<file path="config.mk">
export PLATFORM = sky130hd
export DESIGN_NAME = sip_subscription_client_fsm_top
export DESIGN_NICKNAME = d
export VERILOG_FILES = /design/src/design/ssc_pkg.sv /design/src/design/ssc_cfg_regs.sv /design/src/design/ssc_next.sv /design/src/design/sip_subscription_client_fsm_top.sv
export SDC_FILE = /design/constraint.sdc
export NUM_CORES = 1
export LEC_CHECK = 0
export BUFFER_PORTS_ARGS = -buffer_cell sky130_fd_sc_hd__buf_2
export CAP_MARGIN = 5
export CORE_MARGIN = 5
export CORE_UTILIZATION = 52
export DETAILED_ROUTE_END_ITERATION = 8
export PLACE_DENSITY = 0.77
export SETUP_SLACK_MARGIN = 0.5
export SLEW_MARGIN = 20
export SYNTH_ARGS = -nofsm -noshare
export SYNTH_HDL_FRONTEND = slang
export SYNTH_SLANG_ARGS = --single-unit
</file>
<file path="constraint.sdc">
create_clock -name clk_i -period 3.8 [get_ports clk_i]
set_clock_uncertainty 0.05 [all_clocks]
set_input_delay 0.57 -clock clk_i [delete_from_list [all_inputs] [get_ports clk_i]]
set_output_delay 0.57 -clock clk_i [all_outputs]
set_load 0.01 [all_outputs]
</file>
<file path="src/design/ssc_pkg.sv">
// ----------------------------------------------------------------------------
// ssc_pkg
// Shared types, codes and helpers of the subscription client state machine.
// ----------------------------------------------------------------------------
package ssc_pkg;

  // Width of all timer and expiry values in seconds.
  localparam int unsigned TimeBits = 16;

  // Configuration port geometry.
  localparam int unsigned CfgAddrBits = 5;
  localparam int unsigned CfgDataBits = 32;

  // Packed widths of the stream words.
  localparam int unsigned InDataBits  = 24;
  localparam int unsigned OutDataBits = 56;

  // Subscription states, one-hot inside the block.
  typedef enum logic [8:0] {
    StUnconf        = 9'b000000001,
    StUnconfDestroy = 9'b000000010,
    StConfirmed     = 9'b000000100,
    StWaiting       = 9'b000001000,
    StResub         = 9'b000010000,
    StResubDestroy  = 9'b000100000,
    StWaitTerm      = 9'b001000000,
    StPredestroyed  = 9'b010000000,
    StDestroyed     = 9'b100000000
  } state_e;

  // External numbering of the states on the result word.
  typedef enum logic [3:0] {
    CodeUnconf        = 4'd0,
    CodeUnconfDestroy = 4'd1,
    CodeConfirmed     = 4'd2,
    CodeWaiting       = 4'd3,
    CodeResub         = 4'd4,
    CodeResubDestroy  = 4'd5,
    CodeWaitTerm      = 4'd6,
    CodePredestroyed  = 4'd7,
    CodeDestroyed     = 4'd8
  } state_code_e;

  // Input event kinds.
  typedef enum logic [2:0] {
    EvNotify  = 3'd0,
    Ev1xx     = 3'd1,
    Ev2xx     = 3'd2,
    Ev3xx     = 3'd3,
    Ev4xx     = 3'd4,
    EvTick    = 3'd5,
    EvDestroy = 3'd6,
    EvStart   = 3'd7
  } event_e;

  typedef enum logic [2:0] {
    SendNone    = 3'd0,
    SendTarget  = 3'd1,
    SendContact = 3'd2,
    SendRefresh = 3'd3,
    SendUnsub   = 3'd4
  } send_e;

  typedef enum logic [1:0] {
    TmrKeep = 2'd0,
    TmrStop = 2'd1,
    TmrLoad = 2'd2
  } tmr_e;

  typedef enum logic [2:0] {
    DlgNone        = 3'd0,
    DlgRefresh     = 3'd1,
    DlgConfirm     = 3'd2,
    DlgDropUnconf  = 3'd3,
    DlgDropConf    = 3'd4,
    DlgConfirmDrop = 3'd5
  } dlg_e;

  // Notification handling, rejects carry the response code in the name.
  typedef enum logic [2:0] {
    NtfNone    = 3'd0,
    NtfDeliver = 3'd1,
    NtfRej200  = 3'd2,
    NtfRej481  = 3'd3,
    NtfRej500  = 3'd4
  } ntf_e;

  // Register indexes on the configuration port.
  typedef enum logic [2:0] {
    CfgRefreshMargin = 3'd0,
    CfgMinRefresh    = 3'd1,
    CfgRetryAfterErr = 3'd2,
    CfgTermWait      = 3'd3,
    CfgSubLength     = 3'd4
  } cfg_idx_e;

  // Current configuration values.
  typedef struct packed {
    logic [TimeBits-1:0] refresh_margin;
    logic [TimeBits-1:0] min_refresh_time;
    logic [TimeBits-1:0] retry_after_error;
    logic [TimeBits-1:0] term_notify_wait;
    logic [TimeBits-1:0] subscription_length;
  } cfg_t;

  // One decoded event.
  typedef struct packed {
    event_e              mode;
    logic [TimeBits-1:0] expires_seconds;
    logic                contact_present;
    logic                notify_terminating;
    logic                send_fails;
  } event_t;

  // One result of the transition logic.
  typedef struct packed {
    state_e              st;
    send_e               send;
    logic [TimeBits-1:0] sexp;
    tmr_e                tcmd;
    logic [TimeBits-1:0] tval;
    dlg_e                dlg;
    ntf_e                ntf;
    logic                rel;
    logic                fre;
    logic                err;
    logic                unx;
  } result_t;

  // Map the one-hot state to its external number.
  function automatic state_code_e state_code(state_e s);
    state_code_e c;
    unique case (s)
      StUnconf:        c = CodeUnconf;
      StUnconfDestroy: c = CodeUnconfDestroy;
      StConfirmed:     c = CodeConfirmed;
      StWaiting:       c = CodeWaiting;
      StResub:         c = CodeResub;
      StResubDestroy:  c = CodeResubDestroy;
      StWaitTerm:      c = CodeWaitTerm;
      StPredestroyed:  c = CodePredestroyed;
      default:         c = CodeDestroyed;
    endcase
    return c;
  endfunction

endpackage

</file>
<file path="src/design/ssc_cfg_regs.sv">
// ----------------------------------------------------------------------------
// ssc_cfg_regs
// Configuration register file behind a simple APB-style write/read port.
// ----------------------------------------------------------------------------
module ssc_cfg_regs (
  input  logic                             clk_i,
  input  logic                             rst_ni,
  input  logic                             psel,
  input  logic                             penable,
  input  logic                             pwrite,
  input  logic [ssc_pkg::CfgAddrBits-1:0]  paddr,
  input  logic [ssc_pkg::CfgDataBits-1:0]  pwdata,
  output logic [ssc_pkg::CfgDataBits-1:0]  prdata,
  output logic                             pready,
  output ssc_pkg::cfg_t                    cfg_o
);

  ssc_pkg::cfg_t            cfg_q;
  ssc_pkg::cfg_idx_e        idx;
  logic                     wr_en;
  logic [ssc_pkg::TimeBits-1:0] wdata;
  logic [ssc_pkg::TimeBits-1:0] rdata;

  assign pready = 1'b1;
  assign idx    = ssc_pkg::cfg_idx_e'(paddr[ssc_pkg::CfgAddrBits-1:2]);
  assign wr_en  = psel & penable & pwrite;
  assign wdata  = pwdata[ssc_pkg::TimeBits-1:0];

  // Register writes; addresses past the list are dropped.
  always_ff @(posedge clk_i or negedge rst_ni) begin
    if (!rst_ni) begin
      cfg_q.refresh_margin      <= ssc_pkg::TimeBits'(30);
      cfg_q.min_refresh_time    <= ssc_pkg::TimeBits'(30);
      cfg_q.retry_after_error   <= ssc_pkg::TimeBits'(120);
      cfg_q.term_notify_wait    <= ssc_pkg::TimeBits'(30);
      cfg_q.subscription_length <= ssc_pkg::TimeBits'(3600);
    end else if (wr_en) begin
      unique case (idx)
        ssc_pkg::CfgRefreshMargin: cfg_q.refresh_margin      <= wdata;
        ssc_pkg::CfgMinRefresh:    cfg_q.min_refresh_time    <= wdata;
        ssc_pkg::CfgRetryAfterErr: cfg_q.retry_after_error   <= wdata;
        ssc_pkg::CfgTermWait:      cfg_q.term_notify_wait    <= wdata;
        ssc_pkg::CfgSubLength:     cfg_q.subscription_length <= wdata;
        default: ;
      endcase
    end
  end

  // Read back of the addressed register.
  always_comb begin
    unique case (idx)
      ssc_pkg::CfgRefreshMargin: rdata = cfg_q.refresh_margin;
      ssc_pkg::CfgMinRefresh:    rdata = cfg_q.min_refresh_time;
      ssc_pkg::CfgRetryAfterErr: rdata = cfg_q.retry_after_error;
      ssc_pkg::CfgTermWait:      rdata = cfg_q.term_notify_wait;
      ssc_pkg::CfgSubLength:     rdata = cfg_q.subscription_length;
      default:                   rdata = '0;
    endcase
  end

  assign prdata = ssc_pkg::CfgDataBits'(rdata);
  assign cfg_o  = cfg_q;

endmodule

</file>
<file path="src/design/ssc_next.sv">
// ----------------------------------------------------------------------------
// ssc_next
// Transition logic: one event and the current state give the next state and
// all action commands.
// ----------------------------------------------------------------------------
module ssc_next (
  input  ssc_pkg::state_e  state_i,
  input  ssc_pkg::event_t  ev_i,
  input  ssc_pkg::cfg_t    cfg_i,
  output ssc_pkg::result_t res_o
);

  logic [ssc_pkg::TimeBits:0]   diff;
  logic [ssc_pkg::TimeBits-1:0] refresh_val;
  logic                         is_resp;
  logic                         fails;
  logic                         term;
  ssc_pkg::result_t             r;

  // Refresh load: expiry less the margin, clamped up to the minimum.
  assign diff = {1'b0, ev_i.expires_seconds} - {1'b0, cfg_i.refresh_margin};
  assign refresh_val = (diff[ssc_pkg::TimeBits] ||
                        (diff[ssc_pkg::TimeBits-1:0] < cfg_i.min_refresh_time)) ?
                       cfg_i.min_refresh_time : diff[ssc_pkg::TimeBits-1:0];

  assign is_resp = (ev_i.mode == ssc_pkg::Ev1xx) || (ev_i.mode == ssc_pkg::Ev2xx) ||
                   (ev_i.mode == ssc_pkg::Ev3xx) || (ev_i.mode == ssc_pkg::Ev4xx);
  assign fails   = ev_i.send_fails;
  assign term    = ev_i.notify_terminating;

  // Per-state transition table.
  always_comb begin
    r      = '0;
    r.st   = state_i;
    r.send = ssc_pkg::SendNone;
    r.tcmd = ssc_pkg::TmrKeep;
    r.dlg  = ssc_pkg::DlgNone;
    r.ntf  = ssc_pkg::NtfNone;

    if (ev_i.mode == ssc_pkg::EvStart) begin
      if (state_i == ssc_pkg::StDestroyed) begin
        r.st   = ssc_pkg::StUnconf;
        r.send = ssc_pkg::SendTarget;
        if (fails) begin
          r.st   = ssc_pkg::StWaiting;
          r.tcmd = ssc_pkg::TmrLoad;
          r.tval = cfg_i.retry_after_error;
        end
      end else begin
        r.unx = 1'b1;
      end
    end else begin
      unique case (state_i)
        ssc_pkg::StUnconf, ssc_pkg::StResub: begin
          priority case (ev_i.mode)
            ssc_pkg::EvNotify: begin
              r.dlg = ssc_pkg::DlgRefresh;
              r.ntf = ssc_pkg::NtfDeliver;
            end
            ssc_pkg::Ev2xx: begin
              r.st   = ssc_pkg::StConfirmed;
              r.dlg  = (state_i == ssc_pkg::StUnconf) ? ssc_pkg::DlgConfirm :
                                                        ssc_pkg::DlgRefresh;
              r.tcmd = ssc_pkg::TmrLoad;
              r.tval = refresh_val;
              r.rel  = 1'b1;
            end
            ssc_pkg::Ev3xx: begin
              // Redirect: retry at the contact, or fall back to error wait.
              r.rel  = 1'b1;
              r.tcmd = ssc_pkg::TmrStop;
              r.dlg  = (state_i == ssc_pkg::StUnconf) ? ssc_pkg::DlgDropUnconf :
                                                        ssc_pkg::DlgDropConf;
              if (ev_i.contact_present && !fails) begin
                r.st   = ssc_pkg::StUnconf;
                r.send = ssc_pkg::SendContact;
              end else begin
                if (ev_i.contact_present) r.send = ssc_pkg::SendContact;
                r.st   = ssc_pkg::StWaiting;
                r.err  = 1'b1;
                r.tcmd = ssc_pkg::TmrLoad;
                r.tval = cfg_i.retry_after_error;
              end
            end
            ssc_pkg::Ev4xx, ssc_pkg::EvTick: begin
              r.dlg  = (state_i == ssc_pkg::StUnconf) ? ssc_pkg::DlgDropUnconf :
                                                        ssc_pkg::DlgDropConf;
              r.rel  = 1'b1;
              r.st   = ssc_pkg::StWaiting;
              r.err  = 1'b1;
              r.tcmd = ssc_pkg::TmrLoad;
              r.tval = cfg_i.retry_after_error;
            end
            ssc_pkg::EvDestroy: begin
              r.st = (state_i == ssc_pkg::StUnconf) ? ssc_pkg::StUnconfDestroy :
                                                      ssc_pkg::StResubDestroy;
            end
            default: ;
          endcase
        end

        ssc_pkg::StUnconfDestroy, ssc_pkg::StResubDestroy: begin
          priority case (ev_i.mode)
            ssc_pkg::EvNotify: begin
              r.dlg = ssc_pkg::DlgRefresh;
              r.ntf = ssc_pkg::NtfRej200;
            end
            ssc_pkg::Ev2xx: begin
              // Accepted while a destroy waits: unsubscribe at once.
              r.rel  = 1'b1;
              r.tcmd = ssc_pkg::TmrStop;
              r.st   = ssc_pkg::StPredestroyed;
              r.send = ssc_pkg::SendUnsub;
              if (state_i == ssc_pkg::StUnconfDestroy) r.dlg = ssc_pkg::DlgConfirm;
              if (fails) begin
                r.st  = ssc_pkg::StDestroyed;
                r.fre = 1'b1;
                r.dlg = (state_i == ssc_pkg::StUnconfDestroy) ?
                        ssc_pkg::DlgConfirmDrop : ssc_pkg::DlgDropConf;
              end
            end
            ssc_pkg::Ev3xx, ssc_pkg::Ev4xx, ssc_pkg::EvTick: begin
              r.rel  = 1'b1;
              r.tcmd = ssc_pkg::TmrStop;
              r.st   = ssc_pkg::StDestroyed;
              r.fre  = 1'b1;
              r.dlg  = (state_i == ssc_pkg::StUnconfDestroy) ?
                       ssc_pkg::DlgDropUnconf : ssc_pkg::DlgDropConf;
            end
            default: ;
          endcase
        end

        ssc_pkg::StConfirmed: begin
          if (is_resp) begin
            r.unx = 1'b1;
            r.rel = (ev_i.mode != ssc_pkg::Ev1xx);
          end else if (ev_i.mode == ssc_pkg::EvNotify) begin
            r.dlg = ssc_pkg::DlgRefresh;
            r.ntf = ssc_pkg::NtfDeliver;
          end else if (ev_i.mode == ssc_pkg::EvDestroy) begin
            r.tcmd = ssc_pkg::TmrStop;
            r.st   = ssc_pkg::StPredestroyed;
            r.send = ssc_pkg::SendUnsub;
            if (fails) begin
              r.st  = ssc_pkg::StDestroyed;
              r.dlg = ssc_pkg::DlgDropConf;
              r.fre = 1'b1;
            end
          end else if (ev_i.mode == ssc_pkg::EvTick) begin
            r.st   = ssc_pkg::StResub;
            r.send = ssc_pkg::SendRefresh;
            r.sexp = cfg_i.subscription_length;
            if (fails) begin
              r.dlg  = ssc_pkg::DlgDropConf;
              r.st   = ssc_pkg::StWaiting;
              r.err  = 1'b1;
              r.tcmd = ssc_pkg::TmrLoad;
              r.tval = cfg_i.retry_after_error;
            end
          end
        end

        ssc_pkg::StWaiting: begin
          if (is_resp) begin
            r.unx = 1'b1;
            r.rel = (ev_i.mode != ssc_pkg::Ev1xx);
          end else if (ev_i.mode == ssc_pkg::EvNotify) begin
            r.ntf = ssc_pkg::NtfRej500;
            r.unx = 1'b1;
          end else if (ev_i.mode == ssc_pkg::EvDestroy) begin
            r.tcmd = ssc_pkg::TmrStop;
            r.st   = ssc_pkg::StDestroyed;
            r.fre  = 1'b1;
          end else if (ev_i.mode == ssc_pkg::EvTick) begin
            r.st   = ssc_pkg::StUnconf;
            r.send = ssc_pkg::SendTarget;
            if (fails) begin
              r.st   = ssc_pkg::StWaiting;
              r.tcmd = ssc_pkg::TmrLoad;
              r.tval = cfg_i.retry_after_error;
            end
          end
        end

        ssc_pkg::StWaitTerm: begin
          if (is_resp) begin
            r.unx = 1'b1;
            r.rel = (ev_i.mode != ssc_pkg::Ev1xx);
          end else if (ev_i.mode == ssc_pkg::EvNotify) begin
            r.ntf = ssc_pkg::NtfRej200;
            if (term) begin
              r.tcmd = ssc_pkg::TmrStop;
              r.st   = ssc_pkg::StDestroyed;
              r.dlg  = ssc_pkg::DlgDropConf;
              r.fre  = 1'b1;
            end
          end else if (ev_i.mode == ssc_pkg::EvTick) begin
            r.st  = ssc_pkg::StDestroyed;
            r.dlg = ssc_pkg::DlgDropConf;
            r.fre = 1'b1;
          end
        end

        ssc_pkg::StPredestroyed: begin
          priority case (ev_i.mode)
            ssc_pkg::EvNotify: begin
              r.dlg = ssc_pkg::DlgRefresh;
              r.ntf = ssc_pkg::NtfRej200;
              if (term) begin
                r.tcmd = ssc_pkg::TmrStop;
                r.st   = ssc_pkg::StDestroyed;
                r.dlg  = ssc_pkg::DlgDropConf;
                r.fre  = 1'b1;
              end
            end
            ssc_pkg::Ev2xx: begin
              r.st   = ssc_pkg::StWaitTerm;
              r.tcmd = ssc_pkg::TmrLoad;
              r.tval = cfg_i.term_notify_wait;
              r.rel  = 1'b1;
            end
            ssc_pkg::Ev3xx, ssc_pkg::Ev4xx, ssc_pkg::EvTick: begin
              r.tcmd = ssc_pkg::TmrStop;
              r.rel  = 1'b1;
              r.st   = ssc_pkg::StDestroyed;
              r.dlg  = ssc_pkg::DlgDropConf;
              r.fre  = 1'b1;
            end
            default: ;
          endcase
        end

        // Destroyed, and any state code that should never occur.
        default: begin
          r.st = ssc_pkg::StDestroyed;
          priority case (ev_i.mode)
            ssc_pkg::EvNotify:                              r.ntf = ssc_pkg::NtfRej481;
            ssc_pkg::Ev2xx, ssc_pkg::Ev3xx, ssc_pkg::Ev4xx: r.rel = 1'b1;
            ssc_pkg::Ev1xx, ssc_pkg::EvTick:                r.unx = 1'b1;
            default: ;
          endcase
        end
      endcase
    end
  end

  assign res_o = r;

endmodule

</file>
<file path="src/design/sip_subscription_client_fsm_top.sv">
// ----------------------------------------------------------------------------
// sip_subscription_client_fsm_top
// Client side of one event subscription: each event word yields one result
// word with the next state and the send, timer, dialog and notify commands.
// ----------------------------------------------------------------------------
//
//  Channel   Direction  Word contents
//  s_axis    in         tuser: mode; tdata: expires, contact, terminating, fails
//  m_axis    out        tdata: next state and all action commands
//  apb       in/out     five 16-bit configuration registers at 4-byte steps
//
// One event word is taken every cycle while the result side is not stalled. A
// word is held in the input register, then the transition logic updates the
// state register and fills the result register, from which the result word is read.
// The input register advances whenever the result register is empty or
// drained in the same cycle, so a stalled output backs up at most one word.
// Reset puts the subscription into the destroyed state with default timings.
module sip_subscription_client_fsm_top (
  input  logic                               clk_i,
  input  logic                               rst_ni,
  // Event stream
  input  logic                               s_axis_tvalid_i,
  output logic                               s_axis_tready_o,
  // [15:0] expires_seconds, [16] contact_present, [17] notify_terminating,
  // [18] send_fails, [23:19] zero
  input  logic [ssc_pkg::InDataBits-1:0]     s_axis_tdata_i,
  // [2:0] mode
  input  logic [2:0]                         s_axis_tuser_i,
  // Result stream
  output logic                               m_axis_tvalid_o,
  input  logic                               m_axis_tready_i,
  // [3:0] new_state, [6:4] send_kind, [22:7] send_expires, [24:23] timer_cmd,
  // [40:25] timer_value, [43:41] dialog_cmd, [46:44] notify_cmd,
  // [47] release_response_ref, [48] free_object, [49] error_notice,
  // [50] unexpected_event, [55:51] zero
  output logic [ssc_pkg::OutDataBits-1:0]    m_axis_tdata_o,
  // Configuration port
  input  logic                               psel,
  input  logic                               penable,
  input  logic                               pwrite,
  input  logic [ssc_pkg::CfgAddrBits-1:0]    paddr,
  input  logic [ssc_pkg::CfgDataBits-1:0]    pwdata,
  output logic [ssc_pkg::CfgDataBits-1:0]    prdata,
  output logic                               pready
);

  ssc_pkg::cfg_t    cfg;
  ssc_pkg::event_t  ev_q;
  ssc_pkg::event_t  ev_d;
  logic             in_valid_q;
  logic             out_valid_q;
  logic             advance;
  ssc_pkg::state_e  state_q;
  ssc_pkg::result_t res;
  logic [ssc_pkg::OutDataBits-1:0] out_data_q;
  logic [ssc_pkg::OutDataBits-1:0] out_data_d;

  ssc_cfg_regs u_cfg (
    .clk_i   (clk_i),
    .rst_ni  (rst_ni),
    .psel    (psel),
    .penable (penable),
    .pwrite  (pwrite),
    .paddr   (paddr),
    .pwdata  (pwdata),
    .prdata  (prdata),
    .pready  (pready),
    .cfg_o   (cfg)
  );

  ssc_next u_next (
    .state_i (state_q),
    .ev_i    (ev_q),
    .cfg_i   (cfg),
    .res_o   (res)
  );

  // Handshakes: the held word moves on when the result register frees up.
  assign advance         = in_valid_q & (~out_valid_q | m_axis_tready_i);
  assign s_axis_tready_o = ~in_valid_q | advance;

  // Unpack the incoming word.
  always_comb begin
    ev_d.mode               = ssc_pkg::event_e'(s_axis_tuser_i);
    ev_d.expires_seconds    = s_axis_tdata_i[ssc_pkg::TimeBits-1:0];
    ev_d.contact_present    = s_axis_tdata_i[16];
    ev_d.notify_terminating = s_axis_tdata_i[17];
    ev_d.send_fails         = s_axis_tdata_i[18];
  end

  // Pack the result word.
  always_comb begin
    out_data_d = {5'd0, res.unx, res.err, res.fre, res.rel,
                  res.ntf, res.dlg, res.tval, res.tcmd, res.sexp, res.send,
                  ssc_pkg::state_code(res.st)};
  end

  // Input and result register valid, and state.
  always_ff @(posedge clk_i or negedge rst_ni) begin
    if (!rst_ni) begin
      in_valid_q  <= 1'b0;
      out_valid_q <= 1'b0;
      state_q     <= ssc_pkg::StDestroyed;
    end else begin
      if (s_axis_tready_o) begin
        in_valid_q <= s_axis_tvalid_i;
      end
      if (advance) begin
        out_valid_q <= 1'b1;
        state_q     <= res.st;
      end else if (m_axis_tready_i) begin
        out_valid_q <= 1'b0;
      end
    end
  end

  // Payload registers.
  always_ff @(posedge clk_i) begin
    if (s_axis_tready_o && s_axis_tvalid_i) begin
      ev_q <= ev_d;
    end
    if (advance) begin
      out_data_q <= out_data_d;
    end
  end

  assign m_axis_tvalid_o = out_valid_q;
  assign m_axis_tdata_o  = out_data_q;

endmodule

</file>
==> reports/qor.yml, run 1 <==
status:
  status: "finished, violations left"
  violations: "negative setup slack"
critical_path:
  reg2reg_depth: 18
  r2r-end: "m_axis_tdata_o[27]"
  worstSetupEndpointType: "register"
  cp-start-kind: "register"
  rrSetupSlack_ps: -420
  arrival_ps: 4340
  r2r_start: "u_cfg.cfg_o[65]"
  required_ps: 3920
  critPathKind: "register to register"
  cp_max_fo: 6
route:
  drt_iter0_drc: 931
  drtPass1Iterations: 6
  via_per_inst: 6.10
  vias: 8349
  ant_nets: 0
  wire_per_inst_um: 20.8
  drc: 0
  finalWirelength_um: 28500
yosys:
  synth-edff-count: 73
  ys_top_cells_by_area: "edfxtp_1 23%, dfrtp_1 18%, mux2_2 8.3%"
  netlist.area_leader.share_pct: 22.8
  synth.most_common_cell: "nand2_1"
  yosysTopAreaCell: "edfxtp_1"
  ys_seq_area_share_pct: 46.7
  netlist_area_um2: 9640
  ys_ff_latch: 164
  yosys_warnings: 0
  synthFlopType: "edfxtp_1"
  synthTopCellsByCount: "99 x nand2_1, 73 x edfxtp_1, 71 x mux2_2"
  syn_inst: 944
  synth.avg_cell_area_um2: 10.2
  ys_types: 80
  synth-async-reset-ratio_pct: 55.5
finish:
  regArea_um2: 4500
  filler_cell_count: 1400
  multi_input_area_um2: 4910
  nets: 1232
  n_antenna_cell: 0
  syn2layout_area_growth_pct: 22.0
  drive_gt1_share_pct: 35.0
clock_network:
  root_buffer: "clkbuf_16"
  clock-sinks: 164
  insertion_delay_ps: 430
  clk_pin_slew_ps: 70
  cts_hold_buffers: 0
  cts_tree: "yes"
  numCtsBuffers: 17
  htree_levels: 4
  cts_buffer_depth: 2
power:
  power.leakage_nw: 5.05
  ir_drop_mv: 0.335
  power_density_nw_per_um2: 524
die:
  die-width_um: 146
  start_util_pct: 53.3
  io-pin-count: 162
  dieArea_um2: 21400
  rows: 49
  die_y_um: 146
  core_um2: 18100
global_routing:
  grt_pass1_wl_um: 45000
  grtUsageTotal_pct: 26.2
  grt_pass1_vias: 8319
  grt_max_degree: 40
  antenna_found_initial: 0
  grt-ovfl-total: 0
timing:
  finalCritPeriodShare_pct: 111
  setup_viol: 16
  fmax_mhz: 237
  whs_ps: 71.7
  worst_slew_pin_slew_ps: 921
  rsz0062_at_grt: "yes"
  finalHoldViolations: 0
  drv_slew: 0
  fin_crit_ps: 4220
  relSlewSlack_pct: 38.4
  finalWorstSetupSlack_ps: -423
place:
  post-dp-hpwl_um: 20700
  portBuffers: 116
  place_ws_ps: -451
  place_congestion: 0.976
job:
  maxCapViolCount: 0
hold_path:
  hold_path_class: "primary input to async pin"
[flip-flops by register name, indices dropped and copies added (netlist names)]
name	count
u_cfg.cfg_o	80
m_axis_tdata_o	51
ev_q	22
state_q	9
in_valid_q	1
m_axis_tvalid_o	1
[per-stage QoR]
stage          cell area [um2]  total power, mW  std cells  util, %  setup TNS [ps]
2_1_floorplan             9740             3.41        964        -            -663
3_3_place_gp             10800             4.05       1313     59.7           -4790
3_5_place_dp             10800             4.10       1313     59.7           -6020
4_1_cts                  11600             6.03       1366     64.3           -6060
5_1_grt                  11800             6.45       1369     65.0           -7980
6_report                 11800             6.17       1369     65.0           -6000
[layout make-up]
type | instances | area share [%]
timing repair buffer | 215 | 11.4
multi-input combinational | 685 | 41.7
tap | 229 | 2.44
clock buffer | 19 | 3.77
inverter | 44 | 1.40
sequential | 164 | 38.2
clock inverter | 13 | 1.04
[metal layers]
layer	GRT usage, %	share of wire [%]
met5	0	0
met4	9.69	3.2
met3	5.86	7.5
met2	43.7	49
met1	33.7	41
[power by group]
group | leakage, nW | internal, mW | switching, mW | total, mW
Clock | 0.267 | 0.927 | 0.745 | 1.67
Sequential | 1.81 | 2.14 | 0.201 | 2.34
Combinational | 2.97 | 1.07 | 1.08 | 2.16
[worst max-delay path, stage by stage, from the launching register on]
cell	delay [ps]
dfstp_2	540
inv_2	50
ha_4	200
nor2b_4	120
o31a_1	260
o41a_1	410
a21oi_2	240
xnor2_2	140
ha_1	270
nand2_2	110
a21oi_2	50
a211oi_2	210
a21oi_1	100
o31ai_2	280
a2bb2oi_4	140
buf_4	160
mux2_4	300
a222oi_1	230
a221oi_1	90
[worst max path at each step]
stage / from / end / cells after the start
after global routing: u_cfg.cfg_o[65] / m_axis_tdata_o[36] / 17
after global placement: u_cfg.cfg_o[65] / m_axis_tdata_o[35] / 18
after floorplan: u_cfg.cfg_o[65] / m_axis_tdata_o[34] / 18
after detailed placement: u_cfg.cfg_o[65] / m_axis_tdata_o[34] / 18
final: u_cfg.cfg_o[65] / m_axis_tdata_o[27] / 18
after CTS: u_cfg.cfg_o[65] / m_axis_tdata_o[36] / 16
[cell usage in the layout, fill, tap and decap left out, types with 31 or more instances in the layout]
cell,count
mux2_2,72
buf_4,97
ha_1,31
buf_2,115
nor2_1,40
o21ai_0,56
a22oi_1,34
dfrtp_1,70
edfxtp_1,73
nand2_1,98
a21oi_1,39
inv_1,40
[timing repair]
action	CTS	global route
resized for setup	25	21
pin swaps	26	30
endpoints found under the hold margin	0	0
gates cloned	0	0
buffers inserted	21	3
endpoints found under the setup margin	16	17
[cells by family (layout without fill, tap and decap cells)]
family	Yosys count	after routing	share of synthesized area (%)
AOI/OAI and AO/OA	245	245	16.6
xor gates and xnor gates	19	19	1.73
adders and majority gates	34	34	4.49
buffers and inverters	115	291	5.64
DFF	164	164	46.7
muxes	85	85	10.0
other	2	22	0.0779
and+or+nand+nor	280	280	14.8
No activity file was read; power rests on OpenSTA's default activity.
==> run 2, diff against run 1 <==
--- a/config.mk
+++ b/config.mk
@@ -15,4 +15,5 @@
 export SLEW_MARGIN = 20
 export SYNTH_ARGS = -nofsm -noshare
 export SYNTH_HDL_FRONTEND = slang
+export SYNTH_HIERARCHICAL = 1
 export SYNTH_SLANG_ARGS = --single-unit
==> reports/qor.yml, run 2 <==
global_routing:
  grt-ovfl-total: 0  # unchanged
  antenna_found_initial: 0  # unchanged
  grt_pass1_wl_um: 42000  # -6.7%
  grt_pass1_vias: 7749  # -6.9%
  grt_max_degree: 45  # +13%
  grtUsageTotal_pct: 24.5  # -1.7 points
finish:
  nets: 1141  # -7.4%
  final_cell_mix: "115 x buf_2, 108 x buf_4, 96 x mux2_2"
  filler_cell_count: 1325  # -5.4%
  largest_register_ffs: 80  # unchanged
  post-route-util_pct: 65.5  # +0.45 points
  final_area_um2: 11800  # about the same
  final_common_cell: "buf_2"
  syn2layout_area_growth_pct: 23.9
  drive_gt1_share_pct: 42.8  # +7.8 points
yosys:
  synthFlopType: "edfxtp_1"
  yosys.area_share.simple_pct: 11.1  # -3.7 points
  synth-edff-count: 73  # unchanged
  netlist.area_leader.share_pct: 23.1  # +0.34 points
  synth-async-reset-ratio_pct: 55.5  # unchanged
  synth_top_family_by_area: "multiplexers"
  synthMuxAreaShare_pct: 14.7  # +4.6 points
  synth.most_common_cell: "mux2_2"
  synthAdderAreaFrac_pct: 4.30  # -0.20 points
  synth_xor_area_share_pct: 1.75  # +0.026 points
  netlist_area_um2: 9490  # -1.5%
  ys_top_cells_by_area: "edfxtp_1 23%, dfrtp_1 18%, mux2_2 11%"
  syn_inst: 836  # -11%
  yosys_warnings: 6  # +6
  synth_compound_area_share_pct: 14.5  # -2.1 points
  synthTopCellsByCount: "96 x mux2_2, 73 x edfxtp_1, 70 x dfrtp_1"
  synth.avg_cell_area_um2: 11.4  # +11%
  ys_types: 80  # unchanged
  ys_ff_latch: 164  # unchanged
  yosysTopAreaCell: "edfxtp_1"
  ys_seq_area_share_pct: 47.4  # +0.70 points
timing:
  finalWorstSetupSlack_ps: -399  # +23.8 ps
  finalHoldViolations: 0  # unchanged
  worst_slew_pin_slew_ps: 997  # +75.8 ps
  fin_crit_ps: 4200  # -23.8 ps
  relSlewSlack_pct: 33.5  # -5.0 points
  finalCritPeriodShare_pct: 110  # -0.63 points
  setup_viol: 16  # unchanged
  drv_slew: 0  # unchanged
  whs_ps: 90.5  # +18.8 ps
  rsz0062_at_grt: "yes"
  fmax_mhz: 238  # +0.57%
critical_path:
  cpMostUsedCell: "ha_4"
  required_ps: 3910  # about the same
  rrSetupSlack_ps: -400  # +20 ps
  critPathKind: "register to register"
  path_cells: "inv_2 -> ha_4 -> a21o_1 -> or4_4 -> o211ai_1 -> and2_4 -> xnor2_4 -> ha_4 -> nand2_2 -> o21ai_2 -> a2111oi_2 -> a211o_1 -> a221oi_4 -> buf_12 -> mux2i_1 -> o21ai_1"
  arrival_ps: 4310  # -30 ps
  r2r_start: "u_cfg/cfg_o[68]"
  worstSetupEndpointType: "register"
  cp-startpoint: "u_cfg/cfg_o[68]"
  cp_max_fo: 5  # -1
  critPathMaxStageDelay_ps: 540  # about the same
  slowest_stage: "dfstp_2"
  r2r-end: "m_axis_tdata_o[27]"
  crit_path_end: "m_axis_tdata_o[27]"
  cp-start-kind: "register"
  reg2reg_depth: 16  # -2
clock_network:
  insertion_delay_ps: 430  # about the same
  cts_tree: "yes"
  htree_levels: 4  # unchanged
  clk_pin_slew_ps: 70  # about the same
  clock-sinks: 164  # unchanged
  root_buffer: "clkbuf_16"
  cts_buffer_depth: 2  # unchanged
  cts_hold_buffers: 0  # unchanged
  numCtsBuffers: 17  # unchanged
die:
  dieArea_um2: 21100  # -1.4%
  core_um2: 18000  # -0.68%
  rows: 49  # unchanged
  die_y_um: 145  # -0.69%
  start_util_pct: 52.8  # -0.43 points
  io-pin-count: 162  # unchanged
  die-width_um: 145  # -0.69%
status:
  violations: "negative setup slack"
  status: "finished, violations left"
hold_path:
  hold_path_class: "primary input to async pin"
power:
  power_density_nw_per_um2: 518  # -1.2%
  p_total_mw: 6.09  # -1.2%
  power.leakage_nw: 5.14  # +1.8%
  ir_drop_mv: 0.350  # +4.3%
place:
  place_congestion: 0.918  # -6.0%
  place_area_um2: 10700  # -0.93%
  portBuffers: 116  # unchanged
  post-dp-hpwl_um: 18600  # -10%
job:
  maxCapViolCount: 0  # unchanged
route:
  via_per_inst: 6.13  # +0.44%
  finalWirelength_um: 27000  # -5.4%
  drt_iter0_drc: 842  # -9.6%
  ant_nets: 0  # unchanged
  wire_per_inst_um: 21.1  # +1.1%
  drtPass1Iterations: 8  # +2
  vias: 7847  # -6.0%
  drc: 0  # unchanged
==> run 2: changes by cell type after synthesis, sizes merged, moves of 6 or more <==
cell and delta:
o21ai -7, a211oi +6, nor2 -8, mux2 +23, mux2i +15, a32oi +16, nand3 -14, a21oi -22
o22ai -13, clkbuf -14, a31oi -11, nand2 -57
==> run 2: worst min path at each step <==
stage	end	slack, ps	cells after the start	start
floorplan	in_valid_q	220	0	rst_ni
global placement	m_axis_tvalid_o	440	1	in_valid_q
detailed placement	m_axis_tvalid_o	450	1	in_valid_q
CTS	u_cfg/cfg_o[2]	90	1	rst_ni
global route	u_cfg/cfg_o[2]	120	1	rst_ni
finish	u_cfg/cfg_o[2]	90	1	rst_ni
==> run 2: kinds of logic (layout without fill, tap and decap cells) <==
family / after synthesis / in the layout
muxes: 122 / 122
buffers and inverters: 108 / 304
other: 3 / 23
and+or+nand+nor: 184 / 184
DFF: 164 / 164
adders and majority gates: 32 / 32
AOI/OAI and AO/OA: 204 / 204
xor gates and xnor gates: 19 / 19
==> run 2: metal layers <==
metal  vias to the layer above  track usage [%]  part of all wire, %
li1                       3490                -                    -
met1                      3896             32.5                   42
met2                       398             40.5                   49
met3                        63             4.80                  6.4
met4                         0             8.12                  2.8
met5                         -                0                    0
==> run 2: final cells by class <==
type | count | area [um2] | area share, %
diodes | 1 | 2.50 | 0.0213
multi-input cells | 583 | 4780 | 40.7
well taps | 229 | 287 | 2.44
repair buffers | 226 | 1440 | 12.3
inverters | 46 | 173 | 1.47
clock inverters | 14 | 148 | 1.26
clock buffers | 18 | 429 | 3.65
flip-flops and latches | 164 | 4500 | 38.2
==> run 2: repair_timing <==
| item | in CTS | in global routing |
|---|---|---|
| pin swaps | 6 | 30 |
| gates cloned | 0 | 1 |
| endpoints found under the setup margin | 18 | 20 |
| gates resized for setup | 26 | 33 |
| endpoints found under the hold margin | 0 | 0 |
| buffers inserted | 6 | 17 |
==> run 2: through the flow <==
stage                     TNS, ps  cells  setup WS, ps
after floorplan             -1650    855          -166
after global placement     -10360   1224          -655
after detailed placement   -12870   1224          -832
after CTS                   -2770   1262          -211
after global routing        -7950   1280          -537
final                       -5930   1281          -399
==> run 2: power breakdown <==
group	switching (mW)	internal (mW)
clock	0.785	0.925
sequential	0.193	2.13
combinational	1.02	1.05
total	2.00	4.10
==> run 2: critical path, delay by kind of cell (launching register included) <==
kind	cells	cell delay (ps)
compound gates	7	1590
simple gates	3	710
flops	1	540
fa+ha+maj	2	510
buf+inv	2	230
mux	1	210
xor+xnor	1	80
